$ cat src/hw/rtl/mreg_pkg.sv
// Shared widths, codes and types of the mouse report event generator.
`default_nettype none

package mreg_pkg;

    localparam int DEFAULT_NUM_DEVICES = 4;

    localparam int DEV_W  = 2;
    localparam int POS_W  = 15;
    localparam int MOT_W  = 16;
    localparam int FLAG_W = 16;
    localparam int MOD_W  = 4;
    localparam int TOG_W  = 3;
    localparam int ACT_W  = 3;
    localparam int BTN_W  = 2;
    localparam int HELD_W = 3;

    localparam int IN_TDATA_W  = 72;
    localparam int OUT_TDATA_W = 80;
    localparam int OUT_TUSER_W = DEV_W + ACT_W;

    // Configuration register indexes and reset values.
    localparam int CFG_IDX_W = 2;
    localparam logic [CFG_IDX_W-1:0] CFG_X_MIN = 2'd0;
    localparam logic [CFG_IDX_W-1:0] CFG_X_MAX = 2'd1;
    localparam logic [CFG_IDX_W-1:0] CFG_Y_MIN = 2'd2;
    localparam logic [CFG_IDX_W-1:0] CFG_Y_MAX = 2'd3;
    localparam logic [POS_W-1:0] X_MIN_RESET = 15'd0;
    localparam logic [POS_W-1:0] X_MAX_RESET = 15'd1920;
    localparam logic [POS_W-1:0] Y_MIN_RESET = 15'd0;
    localparam logic [POS_W-1:0] Y_MAX_RESET = 15'd1080;

    localparam logic [ACT_W-1:0] ACT_MOVE    = 3'd0;
    localparam logic [ACT_W-1:0] ACT_DRAG    = 3'd1;
    localparam logic [ACT_W-1:0] ACT_PRESS   = 3'd2;
    localparam logic [ACT_W-1:0] ACT_RELEASE = 3'd3;
    localparam logic [ACT_W-1:0] ACT_WHEEL   = 3'd4;

    localparam logic [BTN_W-1:0] BTN_NONE   = 2'd0;
    localparam logic [BTN_W-1:0] BTN_LEFT   = 2'd1;
    localparam logic [BTN_W-1:0] BTN_MIDDLE = 2'd2;
    localparam logic [BTN_W-1:0] BTN_RIGHT  = 2'd3;

    // Buttons in event order: left, middle, right; held mask bit b is button b.
    localparam int NUM_BUTTONS = 3;
    localparam int DOWN_BIT [NUM_BUTTONS] = '{0, 4, 2};
    localparam int UP_BIT [NUM_BUTTONS] = '{1, 5, 3};
    localparam logic [BTN_W-1:0] BTN_OF [NUM_BUTTONS] = '{BTN_LEFT, BTN_MIDDLE, BTN_RIGHT};
    localparam int FLAG_WHEEL = 10;

    // Fixed event slots: move, then down/up per button, then wheel.
    localparam int NUM_SLOTS  = 8;
    localparam int SLOT_IDX_W = $clog2(NUM_SLOTS);
    localparam int SLOT_MOVE  = 0;
    localparam int SLOT_WHEEL = NUM_SLOTS - 1;

    typedef struct packed {
        logic [POS_W-1:0]  pos_x;
        logic [POS_W-1:0]  pos_y;
        logic [HELD_W-1:0] held;
    } t_dev_state;

    typedef struct packed {
        logic [POS_W-1:0] x_min;
        logic [POS_W-1:0] x_max;
        logic [POS_W-1:0] y_min;
        logic [POS_W-1:0] y_max;
    } t_clip;

    typedef struct packed {
        logic [DEV_W-1:0]                  dev;
        logic [POS_W-1:0]                  pos_x;
        logic [POS_W-1:0]                  pos_y;
        logic signed [MOT_W-1:0]           move_dx;
        logic signed [MOT_W-1:0]           move_dy;
        logic signed [MOT_W-1:0]           wheel;
        logic [MOD_W-1:0]                  mods;
        logic [TOG_W-1:0]                  tog;
        logic [NUM_SLOTS-1:0][ACT_W-1:0]   act;
        logic [NUM_SLOTS-1:0][BTN_W-1:0]   btn;
        logic [NUM_SLOTS-1:0][HELD_W-1:0]  held;
        logic [NUM_SLOTS-1:0]              mask;
    } t_evt_set;

    typedef struct packed {
        logic buf_free;
        logic pending;
    } t_emit_status;

endpackage

`default_nettype wire

$ cat src/hw/rtl/mouse_report_event_generator.sv
// Top level of the mouse report event generator.
//
// Each transfer on the slave stream is one mouse report; it yields zero to
// eight pointer events on the master stream, in the order move or drag,
// left, middle and right press/release, wheel. tlast marks the final event
// of each report, and a report that causes no event produces no transfer.
// The clip rectangle is written through the always-ready configuration channel;
// the user must write it only while the block is idle (the block does not enforce it).
// A report passes through the input register and the event buffer to the output
// register. Events leave at one per cycle while the receiver is ready; the serial
// event buffer sends each report's events one after another.
// A new report is taken while the previous one's last event is being sent,
// and the input register holds a further report while the buffer drains.
// When the receiver stalls, the output register holds its event and the
// slave side stops taking reports once the input register is full.
// Reset clears all positions and held masks to zero (through valid bits on
// the device store), empties both streams and loads the default rectangle.
`default_nettype none

module mouse_report_event_generator #(
    parameter int NUM_DEVICES = mreg_pkg::DEFAULT_NUM_DEVICES
) (
    input  wire logic                              i_clk,
    input  wire logic                              i_rst_n,
    // Slave stream: one report per transfer.
    input  wire logic                              i_s_tvalid,
    output logic                                   o_s_tready,
    // move_x[15:0], move_y[31:16], button_flags[47:32], wheel_amount[63:48],
    // modifier_keys[67:64], toggle_keys[70:68], zero [71]
    input  wire logic [mreg_pkg::IN_TDATA_W-1:0]   i_s_tdata,
    // device_index[1:0]
    input  wire logic [mreg_pkg::DEV_W-1:0]        i_s_tuser,
    // Master stream: one event per transfer.
    output logic                                   o_m_tvalid,
    input  wire logic                              i_m_tready,
    // pos_x[14:0], pos_y[29:15], delta_x[45:30], delta_y[61:46], button[63:62],
    // held_buttons[66:64], event_modifiers[70:67], event_toggles[73:71], zero [79:74]
    output logic [mreg_pkg::OUT_TDATA_W-1:0]       o_m_tdata,
    // last_event
    output logic                                   o_m_tlast,
    // event_device[1:0], action[4:2]
    output logic [mreg_pkg::OUT_TUSER_W-1:0]       o_m_tuser,
    // Configuration write channel.
    input  wire logic                              i_cfg_valid,
    output logic                                   o_cfg_ready,
    input  wire logic [mreg_pkg::CFG_IDX_W-1:0]    i_cfg_index,
    input  wire logic [mreg_pkg::POS_W-1:0]        i_cfg_data
);
    import mreg_pkg::*;

    t_clip                  r_clip;
    logic                   r_in_valid;
    logic [IN_TDATA_W-1:0]  r_in_data;
    logic [DEV_W-1:0]       r_in_dev;

    logic                   s_accept;
    logic                   in_commit;
    logic                   dev_ok;
    t_dev_state             cur_state;
    t_dev_state             next_state;
    t_evt_set               evt_set;
    t_emit_status           emit_status;

    assign o_cfg_ready = 1'b1;

    always_ff @(posedge i_clk) begin
        if (!i_rst_n) begin
            r_clip.x_min <= X_MIN_RESET;
            r_clip.x_max <= X_MAX_RESET;
            r_clip.y_min <= Y_MIN_RESET;
            r_clip.y_max <= Y_MAX_RESET;
        end else if (i_cfg_valid) begin
            unique case (i_cfg_index)
                CFG_X_MIN: r_clip.x_min <= i_cfg_data;
                CFG_X_MAX: r_clip.x_max <= i_cfg_data;
                CFG_Y_MIN: r_clip.y_min <= i_cfg_data;
                CFG_Y_MAX: r_clip.y_max <= i_cfg_data;
                default:   r_clip       <= r_clip;
            endcase
        end
    end

    // The report in the input register moves on once the event buffer is free.
    assign in_commit  = r_in_valid && emit_status.buf_free;
    assign o_s_tready = !r_in_valid || in_commit;
    assign s_accept   = i_s_tvalid && o_s_tready;
    assign dev_ok     = int'(r_in_dev) < NUM_DEVICES;

    always_ff @(posedge i_clk) begin
        if (!i_rst_n) begin
            r_in_valid <= 1'b0;
        end else if (o_s_tready) begin
            r_in_valid <= i_s_tvalid;
        end
    end

    always_ff @(posedge i_clk) begin
        if (s_accept) begin
            r_in_data <= i_s_tdata;
            r_in_dev  <= i_s_tuser;
        end
    end

    mreg_state #(
        .NUM_DEVICES (NUM_DEVICES)
    ) u_state (
        .i_clk     (i_clk),
        .i_rst_n   (i_rst_n),
        .i_rd_en   (s_accept),
        .i_rd_dev  (i_s_tuser),
        .i_wr_en   (in_commit && dev_ok),
        .i_wr_dev  (r_in_dev),
        .i_wr_data (next_state),
        .o_rd_data (cur_state)
    );

    mreg_build u_build (
        .i_dev    (r_in_dev),
        .i_dev_ok (dev_ok),
        .i_move_x ($signed(r_in_data[15:0])),
        .i_move_y ($signed(r_in_data[31:16])),
        .i_flags  (r_in_data[47:32]),
        .i_wheel  ($signed(r_in_data[63:48])),
        .i_mods   (r_in_data[67:64]),
        .i_tog    (r_in_data[70:68]),
        .i_state  (cur_state),
        .i_clip   (r_clip),
        .o_set    (evt_set),
        .o_next   (next_state)
    );

    mreg_emit u_emit (
        .i_clk      (i_clk),
        .i_rst_n    (i_rst_n),
        .i_load     (in_commit),
        .i_set      (evt_set),
        .o_status   (emit_status),
        .o_m_tvalid (o_m_tvalid),
        .i_m_tready (i_m_tready),
        .o_m_tdata  (o_m_tdata),
        .o_m_tlast  (o_m_tlast),
        .o_m_tuser  (o_m_tuser)
    );

    logic [ACT_W-1:0] out_act;
    logic [BTN_W-1:0] out_btn;

    assign out_act = o_m_tuser[4:2];
    assign out_btn = o_m_tdata[63:62];

    // A report waiting for the buffer must not change underneath.
    a_in_hold: assert property (@(posedge i_clk) disable iff (!i_rst_n)
        r_in_valid && !in_commit |=> r_in_valid && $stable(r_in_data) && $stable(r_in_dev))
        else $error("input register changed while waiting for the event buffer");

    // An event that is not the last of its report leaves further events behind.
    a_more_pending: assert property (@(posedge i_clk) disable iff (!i_rst_n)
        o_m_tvalid && i_m_tready && !o_m_tlast |-> emit_status.pending)
        else $error("non-final event sent with no events pending");

    // Button events name a button; the others do not.
    a_btn_kind: assert property (@(posedge i_clk) disable iff (!i_rst_n)
        o_m_tvalid |-> (((out_act == ACT_PRESS) || (out_act == ACT_RELEASE))
                        == (out_btn != BTN_NONE)))
        else $error("button field does not match the action");

endmodule

`default_nettype wire

$ cat src/hw/rtl/mreg_state.sv
// Per-device position and held-button store with a registered, bypassed read.
`default_nettype none

module mreg_state #(
    parameter int NUM_DEVICES = mreg_pkg::DEFAULT_NUM_DEVICES
) (
    input  wire logic                        i_clk,
    input  wire logic                        i_rst_n,
    input  wire logic                        i_rd_en,
    input  wire logic [mreg_pkg::DEV_W-1:0]  i_rd_dev,
    input  wire logic                        i_wr_en,
    input  wire logic [mreg_pkg::DEV_W-1:0]  i_wr_dev,
    input  wire mreg_pkg::t_dev_state        i_wr_data,
    output mreg_pkg::t_dev_state             o_rd_data
);
    import mreg_pkg::*;

    localparam int ADDR_W = (NUM_DEVICES > 1) ? $clog2(NUM_DEVICES) : 1;

    t_dev_state                   r_mem [NUM_DEVICES];
    logic [NUM_DEVICES-1:0]       r_valid;
    t_dev_state                   r_rd;
    logic [ADDR_W+DEV_W-1:0]      rd_wide;
    logic [ADDR_W+DEV_W-1:0]      wr_wide;
    logic [ADDR_W-1:0]            raddr;
    logic [ADDR_W-1:0]            waddr;
    logic                         rd_ok;

    assign rd_wide = {{ADDR_W{1'b0}}, i_rd_dev};
    assign wr_wide = {{ADDR_W{1'b0}}, i_wr_dev};
    assign raddr   = rd_wide[ADDR_W-1:0];
    assign waddr   = wr_wide[ADDR_W-1:0];
    assign rd_ok   = int'(i_rd_dev) < NUM_DEVICES;

    always_ff @(posedge i_clk) begin
        if (!i_rst_n) begin
            r_valid <= '0;
        end else if (i_wr_en) begin
            r_valid[waddr] <= 1'b1;
        end
    end

    always_ff @(posedge i_clk) begin
        if (i_wr_en) begin
            r_mem[waddr] <= i_wr_data;
        end
    end

    // A write in the same cycle is forwarded so that back-to-back reports
    // from one device see the latest state. Entries never written read as zero.
    always_ff @(posedge i_clk) begin
        if (i_rd_en) begin
            if (i_wr_en && (i_wr_dev == i_rd_dev)) begin
                r_rd <= i_wr_data;
            end else if (rd_ok && r_valid[raddr]) begin
                r_rd <= r_mem[raddr];
            end else begin
                r_rd <= '0;
            end
        end
    end

    assign o_rd_data = r_rd;

endmodule

`default_nettype wire

$ cat src/hw/rtl/mreg_build.sv
// Clips the motion of one report and builds its set of candidate events.
`default_nettype none

module mreg_build (
    input  wire logic [mreg_pkg::DEV_W-1:0]         i_dev,
    input  wire logic                               i_dev_ok,
    input  wire logic signed [mreg_pkg::MOT_W-1:0]  i_move_x,
    input  wire logic signed [mreg_pkg::MOT_W-1:0]  i_move_y,
    input  wire logic [mreg_pkg::FLAG_W-1:0]        i_flags,
    input  wire logic signed [mreg_pkg::MOT_W-1:0]  i_wheel,
    input  wire logic [mreg_pkg::MOD_W-1:0]         i_mods,
    input  wire logic [mreg_pkg::TOG_W-1:0]         i_tog,
    input  wire mreg_pkg::t_dev_state               i_state,
    input  wire mreg_pkg::t_clip                    i_clip,
    output mreg_pkg::t_evt_set                      o_set,
    output mreg_pkg::t_dev_state                    o_next
);
    import mreg_pkg::*;

    // Lower bound first, then upper bound, then saturate at zero.
    function automatic logic [POS_W-1:0] clip_axis(
        input logic [POS_W-1:0]        pos,
        input logic signed [MOT_W-1:0] d,
        input logic [POS_W-1:0]        lo,
        input logic [POS_W-1:0]        hi
    );
        logic signed [POS_W+2:0] n;
        logic signed [POS_W+2:0] lo_s;
        logic signed [POS_W+2:0] hi_s;
        lo_s = $signed({3'b000, lo});
        hi_s = $signed({3'b000, hi});
        n = $signed({3'b000, pos}) + (POS_W+3)'(d);
        if (n < lo_s) n = lo_s;
        if (n >= hi_s) n = hi_s - 18'sd1;
        if (n < 18'sd0) n = 18'sd0;
        return n[POS_W-1:0];
    endfunction

    logic [POS_W-1:0]        nx;
    logic [POS_W-1:0]        ny;
    logic signed [MOT_W-1:0] dx;
    logic signed [MOT_W-1:0] dy;
    logic [HELD_W-1:0]       held_v;
    t_evt_set                set;

    assign nx = clip_axis(i_state.pos_x, i_move_x, i_clip.x_min, i_clip.x_max);
    assign ny = clip_axis(i_state.pos_y, i_move_y, i_clip.y_min, i_clip.y_max);
    assign dx = $signed({1'b0, nx}) - $signed({1'b0, i_state.pos_x});
    assign dy = $signed({1'b0, ny}) - $signed({1'b0, i_state.pos_y});

    always_comb begin
        held_v      = i_state.held;
        set         = '0;
        set.dev     = i_dev;
        set.pos_x   = nx;
        set.pos_y   = ny;
        set.move_dx = dx;
        set.move_dy = dy;
        set.wheel   = i_wheel;
        set.mods    = i_mods;
        set.tog     = i_tog;

        set.mask[SLOT_MOVE] = (dx != '0) || (dy != '0);
        set.act[SLOT_MOVE]  = (held_v != '0) ? ACT_DRAG : ACT_MOVE;
        set.btn[SLOT_MOVE]  = BTN_NONE;
        set.held[SLOT_MOVE] = held_v;

        // A press shows the mask before the button is added, a release after
        // it is removed.
        for (int b = 0; b < NUM_BUTTONS; b++) begin
            set.mask[1+2*b] = i_flags[DOWN_BIT[b]];
            set.act[1+2*b]  = ACT_PRESS;
            set.btn[1+2*b]  = BTN_OF[b];
            set.held[1+2*b] = held_v;
            if (i_flags[DOWN_BIT[b]]) held_v[b] = 1'b1;
            if (i_flags[UP_BIT[b]]) held_v[b] = 1'b0;
            set.mask[2+2*b] = i_flags[UP_BIT[b]];
            set.act[2+2*b]  = ACT_RELEASE;
            set.btn[2+2*b]  = BTN_OF[b];
            set.held[2+2*b] = held_v;
        end

        set.mask[SLOT_WHEEL] = i_flags[FLAG_WHEEL];
        set.act[SLOT_WHEEL]  = ACT_WHEEL;
        set.btn[SLOT_WHEEL]  = BTN_NONE;
        set.held[SLOT_WHEEL] = held_v;

        if (!i_dev_ok) begin
            set.mask = '0;
        end
    end

    assign o_set  = set;
    assign o_next = '{pos_x: nx, pos_y: ny, held: held_v};

endmodule

`default_nettype wire

$ cat src/hw/rtl/mreg_emit.sv
// Event buffer that sends the pending events of one report through the output register.
`default_nettype none

module mreg_emit (
    input  wire logic                              i_clk,
    input  wire logic                              i_rst_n,
    input  wire logic                              i_load,
    input  wire mreg_pkg::t_evt_set                i_set,
    output mreg_pkg::t_emit_status                 o_status,
    output logic                                   o_m_tvalid,
    input  wire logic                              i_m_tready,
    output logic [mreg_pkg::OUT_TDATA_W-1:0]       o_m_tdata,
    output logic                                   o_m_tlast,
    output logic [mreg_pkg::OUT_TUSER_W-1:0]       o_m_tuser
);
    import mreg_pkg::*;

    t_evt_set                 r_set;
    logic [NUM_SLOTS-1:0]     r_mask;
    logic                     r_m_tvalid;
    logic [OUT_TDATA_W-1:0]   r_m_tdata;
    logic                     r_m_tlast;
    logic [OUT_TUSER_W-1:0]   r_m_tuser;

    logic [NUM_SLOTS-1:0]     pick;
    logic [NUM_SLOTS-1:0]     remain;
    logic [SLOT_IDX_W-1:0]    idx;
    logic                     out_load;
    logic signed [MOT_W-1:0]  dx;
    logic signed [MOT_W-1:0]  dy;

    // The lowest pending slot goes next, which keeps the event order.
    always_comb begin
        pick = r_mask & (~r_mask + {{(NUM_SLOTS-1){1'b0}}, 1'b1});
        idx  = '0;
        for (int s = 0; s < NUM_SLOTS; s++) begin
            if (pick[s]) idx = SLOT_IDX_W'(s);
        end
        remain = r_mask & ~pick;
    end

    always_comb begin
        dx = '0;
        dy = '0;
        if (idx == SLOT_IDX_W'(SLOT_MOVE)) begin
            dx = r_set.move_dx;
            dy = r_set.move_dy;
        end else if (idx == SLOT_IDX_W'(SLOT_WHEEL)) begin
            dx = r_set.wheel;
        end
    end

    assign out_load = (r_mask != '0) && (!r_m_tvalid || i_m_tready);

    assign o_status.pending  = r_mask != '0;
    assign o_status.buf_free = (r_mask == '0) || ((remain == '0) && out_load);

    always_ff @(posedge i_clk) begin
        if (!i_rst_n) begin
            r_mask <= '0;
        end else if (i_load) begin
            r_mask <= i_set.mask;
        end else if (out_load) begin
            r_mask <= remain;
        end
    end

    always_ff @(posedge i_clk) begin
        if (i_load) begin
            r_set <= i_set;
        end
    end

    always_ff @(posedge i_clk) begin
        if (!i_rst_n) begin
            r_m_tvalid <= 1'b0;
        end else if (out_load) begin
            r_m_tvalid <= 1'b1;
        end else if (i_m_tready) begin
            r_m_tvalid <= 1'b0;
        end
    end

    always_ff @(posedge i_clk) begin
        if (out_load) begin
            r_m_tdata <= {6'b000000, r_set.tog, r_set.mods, r_set.held[idx], r_set.btn[idx],
                          dy, dx, r_set.pos_y, r_set.pos_x};
            r_m_tuser <= {r_set.act[idx], r_set.dev};
            r_m_tlast <= remain == '0;
        end
    end

    assign o_m_tvalid = r_m_tvalid;
    assign o_m_tdata  = r_m_tdata;
    assign o_m_tlast  = r_m_tlast;
    assign o_m_tuser  = r_m_tuser;

endmodule

`default_nettype wire
$ cat config.mk
export PLATFORM = sky130hd
export DESIGN_NAME = mouse_report_event_generator
export DESIGN_NICKNAME = d
export VERILOG_FILES = /design/src/hw/rtl/mreg_pkg.sv /design/src/hw/rtl/mouse_report_event_generator.sv /design/src/hw/rtl/mreg_state.sv /design/src/hw/rtl/mreg_build.sv /design/src/hw/rtl/mreg_emit.sv
export SDC_FILE = /design/constraint.sdc
export NUM_CORES = 1
export LEC_CHECK = 0
export ABC_AREA = 0
export ABC_CLOCK_PERIOD_IN_PS = 8500
export BUFFER_PORTS_ARGS = -buffer_cell sky130_fd_sc_hd__buf_2
export CAP_MARGIN = 40
export CORE_MARGIN = 5
export CORE_UTILIZATION = 54
export DETAILED_ROUTE_END_ITERATION = 12
export PLACE_DENSITY = 0.87
export SLEW_MARGIN = 20
export SYNTH_ARGS = -nofsm -noshare
export SYNTH_HDL_FRONTEND = slang
export SYNTH_SLANG_ARGS = --single-unit
$ cat constraint.sdc
create_clock -name i_clk -period 8.5 [get_ports i_clk]
set_clock_uncertainty 0.15 [all_clocks]
set_input_delay 0.85 -clock i_clk [delete_from_list [all_inputs] [get_ports i_clk]]
set_output_delay 0.85 -clock i_clk [all_outputs]
set_load 0.03 [all_outputs]
# == After elaboration in Yosys (flattened, before gate mapping) ==
# Memory sizes are Yosys's and may differ from the RTL's. A register that Yosys moved wholly into a read port is not among the register bits.
# Cells that the tools add are included.
# Widths: inputs -> output; s select.
# word_totals
reg_bits,362
ram_bits,132
mem_bits_ro,16
input_bits,96
word_cells,124
n_memories,2
# memory_table
memory,depth,word_bits,read_ports,rd_clocked_by_memory_dff,write_ports,line_no,rtl
u_state.r_mem,4,33,1,0,1,mreg_state.sv:20,t_dev_state r_mem [NUM_DEVICES];
(name not given),8,2,1,1,0,mreg_emit.sv:86,"r_m_tdata <= {6'b000000, r_set.tog, r_set.mods, r_set.held[idx], r_set.btn[idx],"
# op_classes
addsub,7
magnitude_cmp,10
eq_ne,5
mux,39
bitwise,5
reduce_logical,26
# ops
operator,count
$mux 18,4
$mux 33,2
$ge 18x16->1,2
$lt 18x1->1 const B,2
$lt 18x16->1,2
$add 16x16->17,2
$mux 16,2
$reduce_bool 16->1,2
$sub 15x1->16 const B,2
$sub 15x15->16,2
$mux 15,2
$bmux 3 s3,2
$mux 3,6
$and 8x8->8,2
$logic_not 8->1,2
$mux 8,2
$not 8->8,2
$mux 1,14
$add 8x1->8 const B,1
$reduce_and 2->1,4
$reduce_bool 8->1,1
$logic_and 1x1->1,6
$lt 2x3->1 const B,2
$mux 2,3
15 further kinds,21

# == Depth between registers and ports, before layout ==
# logic_depth
ltp_word,13
ltp_mapped,41

# == Hierarchy ==
# A second synthesis with hierarchy kept.
# hier_totals
hier_cells,1949
hier_area_um2,26009.9
# modules_own_cells
module,n_inst,cells_per_inst,area_each_um2,seq_area_each_um2
mreg_emit,1,433,8528.2,7116.8
mreg_build,1,943,6623.9,0.0
mreg_state,1,266,6294.8,5034.8
mouse_report_event_generator,1,307,4563.1,3413.3

# == Least setup slack after synthesis ==
# No wires, ideal clock.
# synth_timing
path_type,reg-to-reg
from,"register u_state.r_rd, in the netlist u_state.o_rd_data[3]"
to,register u_emit.r_mask[0]
setup_ns,0.134
t_arrival_ns,8.597
required_ns,8.216
setup_slack_ns,-0.381
path_stages_with_launch,37
n_path_buf,2
period_less_slack_ns,8.881
cell_sequence,edfxtp_1 -> ha_1 -> fa_1 -> a21oi_1 -> o21ai_0 -> and3_1 -> o21ai_0 -> nand2b_1 -> a21o_1 -> xnor2_1 -> inv_1 -> ha_1 -> and3_1 -> nand3_1 -> o32ai_1 -> a2111oi_0 -> ha_1 -> buf_1 -> clkbuf_1 -> mux2_2 -> ha_1 -> a211o_1 -> nor3_1 -> o31ai_1 -> a2111oi_4 -> mux2_2 -> nand2b_1 -> ha_1 -> fa_1 -> nand4_1 -> nor4_1 -> o21ai_0 -> nor2_1 -> or4bb_1 -> or4_1 -> nor4_2 -> a31oi_1
# synth_between
elab_chain_len,11
# synth_lines
element,line_no,rtl
from (decl),mreg_state.sv:22,t_dev_state r_rd;
from (signal assigned),mreg_state.sv:54,r_rd <= i_wr_data;
from (signal assigned),mreg_state.sv:56,r_rd <= r_mem[raddr];
$add 16x16->17,mreg_build.sv:32,"n = $signed({3'b000, pos}) + (POS_W+3)'(d);"
$lt 18x16->1,mreg_build.sv:33,if (n < lo_s) n = lo_s;
$mux 18,mreg_build.sv:33,
$ge 18x16->1,mreg_build.sv:34,if (n >= hi_s) n = hi_s - 18'sd1;
$mux 18,mreg_build.sv:34,
$lt 18x1->1,mreg_build.sv:35,if (n < 18'sd0) n = 18'sd0;
$mux 15,mreg_build.sv:35,
$sub 15x15->16 (*),mreg_build.sv:49,"assign dy = $signed({1'b0, ny}) - $signed({1'b0, i_state.pos_y});"
$reduce_bool 16->1 (*),mreg_build.sv:63,set.mask[SLOT_MOVE] = (dx != '0) || (dy != '0);
$logic_or 1x1->1 (*),mreg_build.sv:63,
$mux 8 (*),mreg_emit.sv:61,end else if (i_load) begin
to (signal assigned),mreg_emit.sv:62,r_mask <= i_set.mask;
to (signal assigned),mreg_emit.sv:64,r_mask <= remain;
to (decl),mreg_emit.sv:19,logic [NUM_SLOTS-1:0] r_mask;
# Mark *: on every way between the ends. The rest lies on a longest branch, timed or not.
# A chain may end at the register's enable or synchronous reset.

==> run_results.csv <==
group,metric,value,unit
logic_synthesis,yosysWarningCount,0,
placed_design,placed_area,25200,um2
grt,grt_max_degree,63,
logic_synthesis,yosysSeqAreaShare,0.606,
final_layout,post-route-cell-area,27300,um2
logic_synthesis,synth_edf_count,403,
logic_synthesis,synth_top_area_frac,0.540,
worst_setup_path,cpPeakStageDelay,530,ps
sta,min_period,8660,ps
logic_synthesis,async_flop_share,0,
clock_network,cts.path.max_buffers,3,
die,top_level_ports,185,
worst_hold_path,hold_class,"reg2reg",
logic_synthesis,synth_compound_area_frac,0.105,
logic_synthesis,synth-adder-area-share,0.0739,
routing,viasPerCell,5.78,
die,core,40900,um2
sta,setup_tns,-159,ps
clock_network,cts_root_buf,"clkbuf_16",
logic_synthesis,yosys.area_share.simple,0.0927,
clock_network,htree_levels,2,
logic_synthesis,synth-seq-cells,477,
placed_design,place.port_buffers,167,
die,die_h,214,um
routing,drt_pass1_iterations,6,
sta,finalSetupViolations,1,
worst_setup_path,crit_slowest_cell,"or4bb_1",
run_status,status,"complete, but fails checks",
grt,antenna_found_initial,0,
clock_network,clkSlewWorstSetupHoldPaths,60,ps
routing,drt_wl_total,55900,um
run_status,violations,"setup timing",
routing,ant_nets,0,
sta,fin_ws,-159,ps
die,rows,74,
logic_synthesis,synth.area.top_cells,"edfxtp_1 54%, ha_1 7.0%, dfxtp_1 6.6%, mux4_2 3.4%, nand2_1 3.1%",
grt,overflow,0,
clock_network,cts.sinks,477,
logic_synthesis,synth_xor_area_frac,0.0278,
worst_setup_path,crit_required,8800,ps
sta,fmax,0.115,GHz
final_layout,nets,2343,
sta,worst_pin_slew,836,ps
grt,grt_pass1_vias,15400,
clock_network,cts_buffers,48,
sta,maxSlewViolCount,0,
routing,vias,15500,
final_layout,drive_gt1_frac,0.280,
final_layout,diodes,0,
logic_synthesis,synth_top_area_cell,"edfxtp_1",
final_layout,area_growth,21.8,%
logic_synthesis,synth_area,22400,um2
sta,relSlewSlack,0.442,
routing,drt_iter0_drc,2034,
grt,grt_util_all_layers,0.242,
die,start_util,0.547,
worst_setup_path,crit_top_cell,"ha_2",
sta,hold_viol,0,
die,dieArea,45700,um2
logic_synthesis,synth_flop_cell,"edfxtp_1",
sta,period_share,1.02,
clock_network,cts_tree,"yes",
logic_synthesis,muxShareOfSynthArea,0.0621,
sta,rsz0062_at_grt,"true",
placed_design,dp_hpwl,40300,um
worst_setup_path,critPathKind,"reg2reg",
worst_setup_path,worstPathArrival,8960,ps
clock_network,clk_latency,590,ps
routing,drc,0,
logic_synthesis,synth_top_family_by_area,"compound AO/OA/AOI/OAI gates",
grt,grt_first_pass_wirelength,85600,um
logic_synthesis,ys_types,77,
logic_synthesis,synth.avg_cell_area,12.8,um2
routing,wl_per_cell,20.8,um
worst_setup_path,critPathLaunchType,"flip-flop",
logic_synthesis,syn_inst,1748,
placed_design,globalplace.congestion,0.909,
worst_setup_path,critPathMaxFanout,8,
worst_setup_path,crit_path_end_kind,"flip-flop",
flow_run,drv_cap,0,
die,die_x,214,um
-- cell usage in the layout (no fill, tap or decap), types with 57 or more instances in the layout --
cell,Yosys,final
edfxtp_1,403,403
buf_4,8,201
nand2_1,188,187
buf_2,1,167
inv_1,120,120
ha_1,126,120
nor2_1,101,100
dfxtp_1,74,74
a21boi_0,60,59
a21oi_1,68,57
-- final cells by class --
type	count	area (um2)
multi-input combinational	1094	8500
clock buffer	60	1320
inverter	120	450
sequential	477	13600
tap	532	666
fill	2795	13600
timing repair buffer	376	2450
clock inverter	30	318
-- routing by layer --
metal,global-route usage,vias up,share of wire
li1,-,7168,-
met1,0.333,7504,0.41
met2,0.396,728,0.47
met3,0.0356,140,0.081
met4,0.0912,0,0.039
met5,0,-,0
-- stage by stage --
step                      cells  setup WS (ps)  utilization  hold slack, ps
after global placement     2578           -317        0.614             251
after global routing       2689           -525        0.667             260
after floorplan            1753           2.29            -             250
after detailed placement   2581           -577        0.616             255
after CTS                  2679           -206        0.661             252
final                      2689           -159        0.667             265
-- worst paths after layout --
kind | end | slack (ps) | depth (start not counted) | start
min | u_emit.o_m_tdata[15] | 270 | 0 | u_emit.r_set[127]
max | u_emit.r_mask[0] | -160 | 36 | u_state.o_rd_data[3]
max reg2reg | u_emit.r_mask[0] | -160 | 36 | u_state.o_rd_data[3]
min reg2reg | u_emit.o_m_tdata[15] | 270 | 0 | u_emit.r_set[127]
-- synth_stat cells, types with 27 or more instances --
cell type    n
nor2_1     101
xnor2_1     58
mux2i_1     31
dfxtp_1     74
nand2_1    188
edfxtp_1   403
ha_1       126
mux2_2      27
a21boi_0    60
o21ai_0     65
inv_1      120
clkbuf_1    46
a21oi_1     68
mux4_2      34
-- cell families (layout without fill, tap and decap cells) --
logic type	count (synthesis)	after routing
flops	477	477
compound gates	345	345
other cells	2	7
fa+ha+maj	130	130
simple gates	448	448
xor+xnor	71	71
mux	93	93
buf+inv	182	586
-- critical path: cells and delay by family, from the launching register on --
| kind | cells | cell delay [ps] |
|---|---|---|
| AOI/OAI and AO/OA | 13 | 2430 |
| xor gates and xnor gates | 2 | 320 |
| adders and majority gates | 7 | 2080 |
| muxes | 2 | 650 |
| DFF | 1 | 440 |
| and+or+nand+nor | 11 | 2280 |
| buffers and inverters | 1 | 180 |
-- sequential cells by signal, summed over array words and instances, names as in the netlist --
register and flops:
u_emit.o_m_tvalid 1, r_in_dev 2, u_emit.o_m_tuser 5, r_in_valid 1, u_state.r_valid 4, u_emit.r_set 94
r_in_data 62, u_emit.o_m_tlast 1, u_emit.r_mask 8, u_state.r_mem 132, u_emit.o_m_tdata 74, r_clip 60
u_state.o_rd_data 33
-- what timing repair did --
item                                    4_1_cts  5_1_grt
setup buffers                                 8        9
gates resized for setup                      38       41
hold buffers                                  0        0
endpoints found under the setup margin        4       10
pin swaps                                    22       23
hold endpoints to repair                      0        0
Power is left out: the tool's default activity adds up to more than one toggle a clock period on the data nets, which glitch-free logic cannot reach.
